==> config.mk <==
export PLATFORM = sky130hd
export DESIGN_NAME = keyed_countdown_timer_table_core
export DESIGN_NICKNAME = d
export VERILOG_FILES = /design/src/rtl/kctt_pkg.sv /design/src/rtl/kctt_store.sv /design/src/rtl/kctt_scale.sv /design/src/rtl/kctt_alu.sv /design/src/rtl/keyed_countdown_timer_table_core.sv
export SDC_FILE = /design/constraint.sdc
export NUM_CORES = 2
export LEC_CHECK = 0
export BUFFER_PORTS_ARGS = -buffer_cell sky130_fd_sc_hd__buf_2
export CAP_MARGIN = 15
export CORE_ASPECT_RATIO = 1.75
export CORE_MARGIN = 8
export CORE_UTILIZATION = 55
export CTS_CLUSTER_SIZE = 20
export DETAILED_ROUTE_END_ITERATION = 10
export PLACE_DENSITY = 0.81
export SETUP_SLACK_MARGIN = 0.02
export SYNTH_ARGS = -nofsm -noshare
export SYNTH_HDL_FRONTEND = slang
export SYNTH_HIERARCHICAL = 1
export SYNTH_SLANG_ARGS = --single-unit
==> constraint.sdc <==
create_clock -name clk -period 7.35 [get_ports clk]
set_clock_uncertainty 0.15 [all_clocks]
set_input_delay 1.1025 -clock clk [delete_from_list [all_inputs] [get_ports clk]]
set_output_delay 1.1025 -clock clk [all_outputs]
set_load 0.03 [all_outputs]
==> src/rtl/kctt_pkg.sv <==
`timescale 1ns / 1ps
`default_nettype none

package kctt_pkg;

  // Default sizes of the timer table.
  localparam int TIMER_SLOTS_DEF = 16;
  localparam int KEY_BITS_DEF    = 16;

  // Reset value of the time scale register (Q8.8, 1.0).
  localparam logic [15:0] TIME_SCALE_RESET = 16'd256;

  // Request operation codes.
  localparam logic [1:0] OP_SET    = 2'd0;
  localparam logic [1:0] OP_CANCEL = 2'd1;
  localparam logic [1:0] OP_QUERY  = 2'd2;
  localparam logic [1:0] OP_TICK   = 2'd3;

  // Result kinds.
  localparam logic [1:0] KIND_SET     = 2'd0;
  localparam logic [1:0] KIND_CANCEL  = 2'd1;
  localparam logic [1:0] KIND_QUERY   = 2'd2;
  localparam logic [1:0] KIND_EXPIRED = 2'd3;

  // Status codes.
  localparam logic [1:0] STAT_OK      = 2'd0;
  localparam logic [1:0] STAT_MISSING = 2'd1;
  localparam logic [1:0] STAT_FULL    = 2'd2;

  // One request.
  typedef struct packed {
    logic [1:0]         operation;
    logic [15:0]        timer_key;
    logic signed [31:0] time_value;
    logic [30:0]        elapsed;
  } req_t;

  // One result.
  typedef struct packed {
    logic [1:0]         result_kind;
    logic [1:0]         status;
    logic [15:0]        result_key;
    logic signed [31:0] remaining;
    logic               last;
  } rsp_t;

  // What the shared entry unit reports about the entry under the cursor.
  typedef struct packed {
    logic               hit;
    logic               expired;
    logic signed [31:0] dec;
  } alu_res_t;

endpackage

`default_nettype wire

==> src/rtl/kctt_store.sv <==
`timescale 1ns / 1ps
`default_nettype none

module kctt_store #(
  parameter int SLOTS    = kctt_pkg::TIMER_SLOTS_DEF,
  parameter int KEY_BITS = kctt_pkg::KEY_BITS_DEF,
  localparam int IW      = (SLOTS > 1) ? $clog2(SLOTS) : 1
) (
  input  wire logic                clk,
  input  wire logic                we,
  input  wire logic [IW-1:0]       waddr,
  input  wire logic [KEY_BITS-1:0] wkey,
  input  wire logic signed [31:0]  wrem,
  input  wire logic [IW-1:0]       raddr,
  output logic [KEY_BITS-1:0]      rkey,
  output logic signed [31:0]       rrem
);

  logic [KEY_BITS-1:0] key_mem [SLOTS];
  logic signed [31:0]  rem_mem [SLOTS];

  // One write port and one registered read port.
  always_ff @(posedge clk) begin
    if (we) begin
      key_mem[waddr] <= wkey;
      rem_mem[waddr] <= wrem;
    end
    rkey <= key_mem[raddr];
    rrem <= rem_mem[raddr];
  end

endmodule

`default_nettype wire

==> src/rtl/kctt_scale.sv <==
`timescale 1ns / 1ps
`default_nettype none

module kctt_scale (
  input  wire logic [30:0] elapsed,
  input  wire logic [15:0] scale,
  output logic [30:0]      delta
);

  logic [46:0] prod;

  // Q15.16 times Q8.8, back to Q15.16, saturated at the largest positive time.
  assign prod  = 47'(elapsed) * 47'(scale);
  assign delta = (|prod[46:39]) ? 31'h7FFF_FFFF : prod[38:8];

endmodule

`default_nettype wire

==> src/rtl/kctt_alu.sv <==
`timescale 1ns / 1ps
`default_nettype none

module kctt_alu #(
  parameter int KEY_BITS = kctt_pkg::KEY_BITS_DEF
) (
  input  wire logic [KEY_BITS-1:0] entry_key,
  input  wire logic [KEY_BITS-1:0] req_key,
  input  wire logic signed [31:0]  entry_rem,
  input  wire logic [30:0]         delta,
  output kctt_pkg::alu_res_t       res
);

  logic signed [32:0] diff;

  // Saturating decrement; only the low side can overflow.
  assign diff = {entry_rem[31], entry_rem} - {2'b00, delta};

  always_comb begin
    res.hit     = (entry_key == req_key);
    res.expired = entry_rem[31] || (entry_rem == 32'sd0);
    if (diff[32] != diff[31]) begin
      res.dec = 32'sh8000_0000;
    end else begin
      res.dec = diff[31:0];
    end
  end

endmodule

`default_nettype wire

==> src/rtl/keyed_countdown_timer_table_core.sv <==
// Sequence: an accepted request runs a setup step, a walk over each live entry and a closing
// step while busy; the final result strobes in the cycle after the closing step.
// Requests do not overlap: start is taken only while idle. The table has a single read and
// write port and is walked one entry per cycle.
// Tick expiries strobe during the walk; the receiver cannot stall results.
// Reset (synchronous, rst high) empties the table and sets time_scale to 1.0.
`timescale 1ns / 1ps
`default_nettype none

module keyed_countdown_timer_table_core #(
  parameter int TIMER_SLOTS = kctt_pkg::TIMER_SLOTS_DEF,
  parameter int KEY_BITS    = kctt_pkg::KEY_BITS_DEF
) (
  input  wire logic            clk,
  input  wire logic            rst,
  input  wire logic            start,
  output logic                 busy,
  input  wire kctt_pkg::req_t  request,
  input  wire logic            cfg_we,
  input  wire logic [15:0]     cfg_wdata,
  output logic                 result_valid,
  output kctt_pkg::rsp_t       result
);

  localparam int IW = (TIMER_SLOTS > 1) ? $clog2(TIMER_SLOTS) : 1;
  localparam int CW = $clog2(TIMER_SLOTS + 1);

  localparam logic [1:0] S_IDLE  = 2'd0;
  localparam logic [1:0] S_SETUP = 2'd1;
  localparam logic [1:0] S_WALK  = 2'd2;

  logic [1:0]          state;
  kctt_pkg::req_t      req_q;
  logic [KEY_BITS-1:0] key_q;
  logic [15:0]         time_scale;
  logic [30:0]         delta;
  logic [30:0]         delta_calc;
  logic [CW-1:0]       cur;
  logic [CW-1:0]       cur_next;
  logic [CW-1:0]       wptr;
  logic [CW-1:0]       count;
  logic                found;
  logic signed [31:0]  found_rem;
  logic                pend_valid;
  logic [KEY_BITS-1:0] pend_key;
  logic                in_range;
  logic                has_room;
  logic                result_valid_next;
  kctt_pkg::rsp_t      result_next;

  logic                we;
  logic [IW-1:0]       waddr;
  logic [KEY_BITS-1:0] wkey;
  logic signed [31:0]  wrem;
  logic [IW-1:0]       raddr;
  logic [KEY_BITS-1:0] rd_key;
  logic signed [31:0]  rd_rem;
  kctt_pkg::alu_res_t  alu;

  assign busy     = (state != S_IDLE);
  assign cur_next = cur + CW'(1);
  assign in_range = (cur != count);
  assign has_room = (count != CW'(TIMER_SLOTS));

  // Table storage.
  kctt_store #(
    .SLOTS    (TIMER_SLOTS),
    .KEY_BITS (KEY_BITS)
  ) u_store (
    .clk   (clk),
    .we    (we),
    .waddr (waddr),
    .wkey  (wkey),
    .wrem  (wrem),
    .raddr (raddr),
    .rkey  (rd_key),
    .rrem  (rd_rem)
  );

  // Tick scaling, registered in the setup cycle.
  kctt_scale u_scale (
    .elapsed (req_q.elapsed),
    .scale   (time_scale),
    .delta   (delta_calc)
  );

  // Shared compare and decrement unit for the entry under the cursor.
  kctt_alu #(
    .KEY_BITS (KEY_BITS)
  ) u_alu (
    .entry_key (rd_key),
    .req_key   (key_q),
    .entry_rem (rd_rem),
    .delta     (delta),
    .res       (alu)
  );

  // Read address runs one entry ahead of the cursor.
  always_comb begin
    if (state == S_WALK) begin
      raddr = cur_next[IW-1:0];
    end else begin
      raddr = '0;
    end
  end

  // Table write port: compaction for tick and cancel, update or append for set.
  always_comb begin
    we    = 1'b0;
    waddr = wptr[IW-1:0];
    wkey  = rd_key;
    wrem  = rd_rem;
    if (state == S_WALK) begin
      if (in_range) begin
        unique case (req_q.operation)
          kctt_pkg::OP_TICK: begin
            we   = !alu.expired;
            wrem = alu.dec;
          end
          kctt_pkg::OP_CANCEL: begin
            we = !(alu.hit && !found);
          end
          kctt_pkg::OP_SET: begin
            we    = alu.hit && !found;
            waddr = cur[IW-1:0];
            wrem  = req_q.time_value;
          end
          kctt_pkg::OP_QUERY: begin
            we = 1'b0;
          end
        endcase
      end else if (req_q.operation == kctt_pkg::OP_SET && !found && has_room) begin
        we    = 1'b1;
        waddr = count[IW-1:0];
        wkey  = key_q;
        wrem  = req_q.time_value;
      end
    end
  end

  // Result for the next cycle: expiries during the walk, the answer in the closing cycle.
  always_comb begin
    result_valid_next = 1'b0;
    result_next       = result;
    if (state == S_WALK) begin
      if (in_range) begin
        // Each expiry is held back until the next one is found so the final one can carry last.
        if (req_q.operation == kctt_pkg::OP_TICK && alu.expired && pend_valid) begin
          result_valid_next       = 1'b1;
          result_next.result_kind = kctt_pkg::KIND_EXPIRED;
          result_next.status      = kctt_pkg::STAT_OK;
          result_next.result_key  = 16'(pend_key);
          result_next.remaining   = 32'sd0;
          result_next.last        = 1'b0;
        end
      end else begin
        result_next.result_key = 16'(key_q);
        result_next.remaining  = 32'sd0;
        result_next.status     = kctt_pkg::STAT_OK;
        result_next.last       = 1'b1;
        unique case (req_q.operation)
          kctt_pkg::OP_TICK: begin
            result_valid_next       = pend_valid;
            result_next.result_kind = kctt_pkg::KIND_EXPIRED;
            result_next.result_key  = 16'(pend_key);
          end
          kctt_pkg::OP_CANCEL: begin
            result_valid_next       = 1'b1;
            result_next.result_kind = kctt_pkg::KIND_CANCEL;
            if (!found) begin
              result_next.status = kctt_pkg::STAT_MISSING;
            end
          end
          kctt_pkg::OP_QUERY: begin
            result_valid_next       = 1'b1;
            result_next.result_kind = kctt_pkg::KIND_QUERY;
            if (found) begin
              result_next.remaining = found_rem;
            end else begin
              result_next.status = kctt_pkg::STAT_MISSING;
            end
          end
          kctt_pkg::OP_SET: begin
            result_valid_next       = 1'b1;
            result_next.result_kind = kctt_pkg::KIND_SET;
            if (!found && !has_room) begin
              result_next.status = kctt_pkg::STAT_FULL;
            end
          end
        endcase
      end
    end
  end

  // Result payload register.
  always_ff @(posedge clk) begin
    result <= result_next;
  end

  // Sequencer: setup, walk over the live entries, then answer.
  always_ff @(posedge clk) begin
    if (rst) begin
      state        <= S_IDLE;
      count        <= '0;
      result_valid <= 1'b0;
      pend_valid   <= 1'b0;
      time_scale   <= kctt_pkg::TIME_SCALE_RESET;
    end else begin
      if (cfg_we) begin
        time_scale <= cfg_wdata;
      end
      result_valid <= result_valid_next;
      case (state)
        S_IDLE: begin
          if (start) begin
            req_q <= request;
            key_q <= KEY_BITS'(request.timer_key);
            state <= S_SETUP;
          end
        end
        S_SETUP: begin
          delta      <= delta_calc;
          cur        <= '0;
          wptr       <= '0;
          found      <= 1'b0;
          pend_valid <= 1'b0;
          state      <= S_WALK;
        end
        S_WALK: begin
          if (in_range) begin
            cur <= cur_next;
            unique case (req_q.operation)
              kctt_pkg::OP_TICK: begin
                if (alu.expired) begin
                  pend_valid <= 1'b1;
                  pend_key   <= rd_key;
                end else begin
                  wptr <= wptr + CW'(1);
                end
              end
              kctt_pkg::OP_CANCEL: begin
                if (alu.hit && !found) begin
                  found <= 1'b1;
                end else begin
                  wptr <= wptr + CW'(1);
                end
              end
              kctt_pkg::OP_QUERY: begin
                if (alu.hit && !found) begin
                  found     <= 1'b1;
                  found_rem <= rd_rem;
                end
              end
              kctt_pkg::OP_SET: begin
                if (alu.hit && !found) begin
                  found <= 1'b1;
                end
              end
            endcase
          end else begin
            state <= S_IDLE;
            unique case (req_q.operation)
              kctt_pkg::OP_TICK: begin
                count      <= wptr;
                pend_valid <= 1'b0;
              end
              kctt_pkg::OP_CANCEL: begin
                count <= wptr;
              end
              kctt_pkg::OP_QUERY: begin
              end
              kctt_pkg::OP_SET: begin
                if (!found && has_room) begin
                  count <= count + CW'(1);
                end
              end
            endcase
          end
        end
        default: begin
          state <= S_IDLE;
        end
      endcase
    end
  end

endmodule

`default_nettype wire

Yosys cells after proc, flatten, opt, wreduce, memory -nomap -nowiden
Memory sizes are Yosys's and may differ from the RTL's. A register that Yosys moved wholly into a read port is not among the register bits.
Cells that the tools add are included.
{"block": "totals", "register_bits": 249, "latch_bits": 0, "mem_bits_rw": 768, "romBits": 0, "input_bits": 101, "word_cells": 137, "memories": 2}
{"name": "u_store.rem_mem", "words": 16, "width": 32, "read_ports": 1, "rd_ports_with_merged_regs": 1, "write_ports": 1, "line": "kctt_store.sv:20", "rtl": "logic signed [31:0] rem_mem [SLOTS];"}
{"name": "u_store.key_mem", "words": 16, "width": 16, "read_ports": 1, "rd_ports_with_merged_regs": 1, "write_ports": 1, "line": "kctt_store.sv:19", "rtl": "logic [KEY_BITS-1:0] key_mem [SLOTS];"}
{"block": "op_classes", "addsub": 4, "n_mul": 1, "div": 0, "order_cmp": 0, "n_eq_ne": 21, "shift": 0, "mux": 52, "n_bitwise": 3, "n_reduce_logical": 34}
{"cell": "$mux W32", "n": 6}
{"cell": "$mux W53", "n": 2}
{"cell": "$mux W16", "n": 4}
{"cell": "$pmux W32 S2", "n": 1}
{"cell": "$mul A31 B16 Y47", "n": 1}
{"cell": "$pmux W5 S2", "n": 4}
{"cell": "$sub A32 B32 Y33", "n": 1}
{"cell": "$logic_not A32 Y1", "n": 1}
{"cell": "$mux W5", "n": 5}
{"cell": "$mux W4", "n": 5}
{"cell": "$eq A16 B16 Y1", "n": 1}
{"cell": "$add A5 B1 Y5 const B", "n": 3}
{"cell": "$mux W1", "n": 15}
{"cell": "$reduce_and A5 Y1", "n": 3}
{"cell": "$ne A2 B2 Y1 const B", "n": 5}
{"cell": "$ne A3 B3 Y1 const B", "n": 3}
{"cell": "$reduce_and A3 Y1", "n": 3}
{"cell": "$pmux W2 S4", "n": 1}
{"cell": "$reduce_or A8 Y1", "n": 1}
{"cell": "$logic_and A1 B1 Y1", "n": 7}
{"cell": "$eq A2 B2 Y1 const B", "n": 3}
{"cell": "$mux W2", "n": 3}
{"cell": "$ne A2 B1 Y1 const B", "n": 3}
{"cell": "$pmux W1 S2", "n": 3}
{"cell": "18 further kinds", "n": 31}

Logic depth before layout (Yosys ltp)
{"block": "depth", "word_depth": 8, "ltp_mapped": 25}

Hierarchy
Netlist, hierarchy kept.
{"module": "kctt_store", "instances": 1, "cells_each": 1242, "area_per_inst_um2": 29694.7, "seq_area_each_um2": 24023.0}
{"module": "kctt_scale", "instances": 1, "cells_each": 1952, "area_per_inst_um2": 16600.9, "seq_area_each_um2": 0.0}
{"module": "keyed_countdown_timer_table_core", "instances": 1, "cells_each": 688, "area_per_inst_um2": 10133.5, "seq_area_each_um2": 7226.9}
{"module": "kctt_alu", "instances": 1, "cells_each": 379, "area_per_inst_um2": 2494.9, "seq_area_each_um2": 0.0}

Worst setup path after synthesis
OpenSTA, ideal clock, no wires.
{"block": "synth_path", "kind": "flip-flop to flip-flop", "from": "register req_q[28] (netlist name)", "to": "register delta[26] (data pin)", "arrival_ns": 6.030, "required_ns": 6.929, "path_slack_ns": 0.899, "path_stages_with_launch": 25, "n_path_buf": 3, "synth_period_minus_slack_ns": 6.451, "cell_sequence": "edfxtp_1 > clkbuf_1 > nand2_1 > fa_1 > inv_1 > fa_1 > inv_1 > fa_1 > inv_1 > fa_1 > fa_1 > inv_1 > fa_1 > inv_1 > ha_1 > buf_6 > a21oi_2 > o211a_1 > o21a_1 > nand2_1 > or4_1 > a32o_2 > nor3_4 > buf_6 > nand4_2"}
{"block": "synth_between", "elab_chain_cells": 2}
{"item": "start, declared", "line": "keyed_countdown_timer_table_core.sv:33", "rtl": "kctt_pkg::req_t req_q;"}
{"item": "start signal, assigned", "line": "keyed_countdown_timer_table_core.sv:216", "rtl": "req_q <= request;"}
{"item": "$mul A31 B16 Y47 *", "line": "kctt_scale.sv:13", "rtl": "assign prod = 47'(elapsed) * 47'(scale);"}
{"item": "$reduce_or A8 Y1", "line": "kctt_scale.sv:14", "rtl": "assign delta = (|prod[46:39]) ? 31'h7FFF_FFFF : prod[38:8];"}
{"item": "end signal, assigned", "line": "keyed_countdown_timer_table_core.sv:222", "rtl": "delta <= delta_calc;"}
{"item": "end, declared", "line": "keyed_countdown_timer_table_core.sv:36", "rtl": "logic [30:0] delta;"}
Mark *: on every way between the ends. The rest lies on a longest branch, timed or not.
A chain may end at the register's enable or synchronous reset.

Worst setup path in the final report
{"block": "layout_path", "from": "register req_q[25] (netlist name)", "to": "register delta[27] (data pin)"}
The elaborated chain is that of the path after synthesis.

==> results.cfg <==
[detailed_routing]
num_vias = 36727
routed_wl_mm = 156
viasPerCell = 6.23
drt_iter0_drc = 3459
wl_per_cell_um = 26.4
drc_errors = 0
dr.pass1.iters = 8
final_antenna_net_count = 0

[timing]
hold_viol = 0
period_needed_ps = 7050
hold_slack_ps = 324
rsz0062_at_grt = false
slew_headroom = 0.182
tightest_slew_ps = 1230
setup_slack_ps = 300
fin_tns_setup_ps = 0
maxSlewViolCount = 0
setup_viol = 0
period_share = 0.959
fmax_mhz = 142

[floorplan]
fp.dieArea_um2 = 118000
die_h_um = 449
num_io_pins = 156
rows = 159
initial_utilization = 0.552
die_w_um = 263
coreArea_um2 = 107000

[power_and_ir_drop]
total_power_mw = 19.0
peakVddDrop_mv = 0.263
powerDensity_nw_per_um2 = 290
leakagePower_nw = 24.1

[clocking]
clk_pin_slew_ps = 70
cts_buffer_depth = 3
clock_sinks = 1065
numCtsBuffers = 90
cts-root-buf = clkbuf_16
clk_latency_ps = 710
htreeDepth = 3
cts_tree = done

[synthesis]
seq_area_frac_synth = 0.530
synth_flop_cell = edfxtp_1
syn-num-nets = 4928
synthTopCellsByArea = edfxtp_1, fa_1, mux4_2
avgSynthCellArea_um2 = 13.8
synth_top_area_frac = 0.506
yosys_warnings = 6
synth_area_um2 = 58900
post-synth-top-count-cell = edfxtp_1
synth_edf_count = 992
ys_async_sr_fraction = 0
netlist_instances = 4261
yosys.area.top_type = edfxtp_1
synth_seq_cells = 1065
ys_types = 100
synth_common_cells = edfxtp_1, inv_1, fa_1, nand2_1, and2_1

[min_path]
min_path_type = reg -> reg

[setup_path]
required_ps = 7630
criticalPathCategory = reg -> reg
cp_common_cell = fa_1
crit_buf_inv = 7
cp_top_family = adder cells
reg2reg_to = delta[27]
crit_path_end_kind = flip-flop
cp-endpoint = delta[27]
worstPathArrival_ps = 7330
worst_path_max_delay_cell = edfxtp_1
worstReg2RegStart = req_q[25]
cp.depth = 23
slowest_delay_ps = 730
worstPathCellList = nand2_1 -> fa_1 -> inv_1 -> fa_1 -> inv_1 -> fa_1 -> inv_1 -> fa_1 -> fa_1 -> inv_1 -> fa_1 -> inv_1 -> ha_1 -> buf_4 -> a21oi_1 -> o21ai_0 -> a31oi_1 -> o311ai_0 -> a21oi_1 -> o22a_1 -> a21oi_4 -> buf_12 -> o2111ai_1
worst_setup_path_start_kind = flip-flop
r2r_slack_ps = 300
crit_start = req_q[25]
worst_r2r_path_depth = 23
cp_max_fo = 31

[finish]
multi_input_area_um2 = 25000
final_cell_area_um2 = 65400
fillerInstances = 7615
regArea_um2 = 31300
stdcell_count = 5895
drive_above_1_share = 0.179
syn_to_final_growth_pct = 11.0
fin_nets = 5116
postLayoutCoreUtil = 0.612

[grt]
grt_overflow = 0
grt_max_degree = 125
use_met1 = 0.286
grt_pass1_wl_mm = 233
met2_usage = 0.473
antenna_found_initial = 6
top_usage_layer = met2
use_met3 = 0.0442
grt_util_all_layers = 0.260
grt_pass1_vias = 38761

[place]
hpwl_mm = 104
portBuffers = 155
gp_congestion = 0.999
placed_area_um2 = 61800
place_ws_ps = 98.5
dp.cells = 5689

[job]
maxCapViolations = 0

[run_status]
status = finished, final reports clean
-- routing by layer --
| layer | share of wire | wire length (um) |
|---|---|---|
| met5 | 0.000077 | 12 |
| met4 | 0.062 | 9690 |
| met3 | 0.079 | 12300 |
| met2 | 0.53 | 82200 |
| met1 | 0.33 | 51500 |
-- registers in the layout (all words and copies together) (netlist names) --
register / flops
count: 5
cur: 5
delta: 31
found: 1
found_rem: 32
key_q: 16
pend_key: 16
pend_valid: 1
req_q: 65
result: 53
result_valid: 1
state: 2
time_scale: 16
u_store/key_mem: 256
u_store/rem_mem: 512
u_store/rkey: 16
u_store/rrem: 32
wptr: 5
-- worst reg2reg max path, delay by kind of cell, from the launching register on --
family	cells	cell delay (ps)
AOI/OAI and AO/OA	8	1690
adders and majority gates	7	3400
buffers and inverters	7	650
DFF	1	730
and+or+nand+nor	1	180
-- layout make-up --
cell class                      instances  share of cell area
Sequential cell                      1065               0.478
Multi-Input combinational cell       2485               0.383
Clock buffer                          105              0.0369
Timing Repair Buffer                  328              0.0363
Inverter                              479              0.0275
Tap cell                             1368              0.0262
Clock inverter                         63              0.0124
Antenna cell                            2           0.0000765
-- worst min-delay path by stage --
stage                      from           end  slack (ps)  cells after the start
6_report       u_store/rkey[13]  pend_key[13]         320                      0
5_1_grt         u_store/rkey[9]   pend_key[9]         330                      0
4_1_cts        u_store/rkey[13]  pend_key[13]         320                      0
3_5_place_dp    u_store/rkey[6]   pend_key[6]         310                      0
3_3_place_gp    u_store/rkey[6]   pend_key[6]         300                      0
2_1_floorplan  u_store/rkey[10]  pend_key[10]         290                      0
-- cells in the final DEF, fill, tap and decap left out, types with 71 or more instances in the layout --
| cell | n |
|---|---|
| edfxtp_1 | 992 |
| inv_1 | 478 |
| fa_1 | 404 |
| nand2_1 | 403 |
| and2_1 | 262 |
| mux4_2 | 192 |
| a22oi_1 | 166 |
| ha_1 | 160 |
| buf_2 | 156 |
| buf_4 | 148 |
| nor2_1 | 135 |
| a21oi_1 | 132 |
| clkbuf_16 | 92 |
| dfxtp_1 | 71 |
-- what timing repair did --
item | 4_1_cts | 5_1_grt
setup buffers | 0 | 35
resized for setup | 0 | 4
endpoints found under the setup margin | 0 | 31
hold buffers | 0 | 0
-- where the power goes --
group	internal (mW)	leakage, nW	switching [mW]	total [mW]
Combinational	2.56	13.1	4.26	6.82
Sequential	6.87	9.45	0.141	7.02
Clock	2.88	1.56	2.27	5.15
-- kinds of logic after synthesis --
logic type | share of synthesized area
flip-flops | 0.530
multiplexers | 0.0847
XOR/XNOR | 0.0111
buffers and inverters | 0.0488
adder cells (fa/ha/maj) | 0.172
AO/OA/AOI/OAI | 0.0622
AND/OR/NAND/NOR | 0.0911
Power figures use the tool's default switching activity.
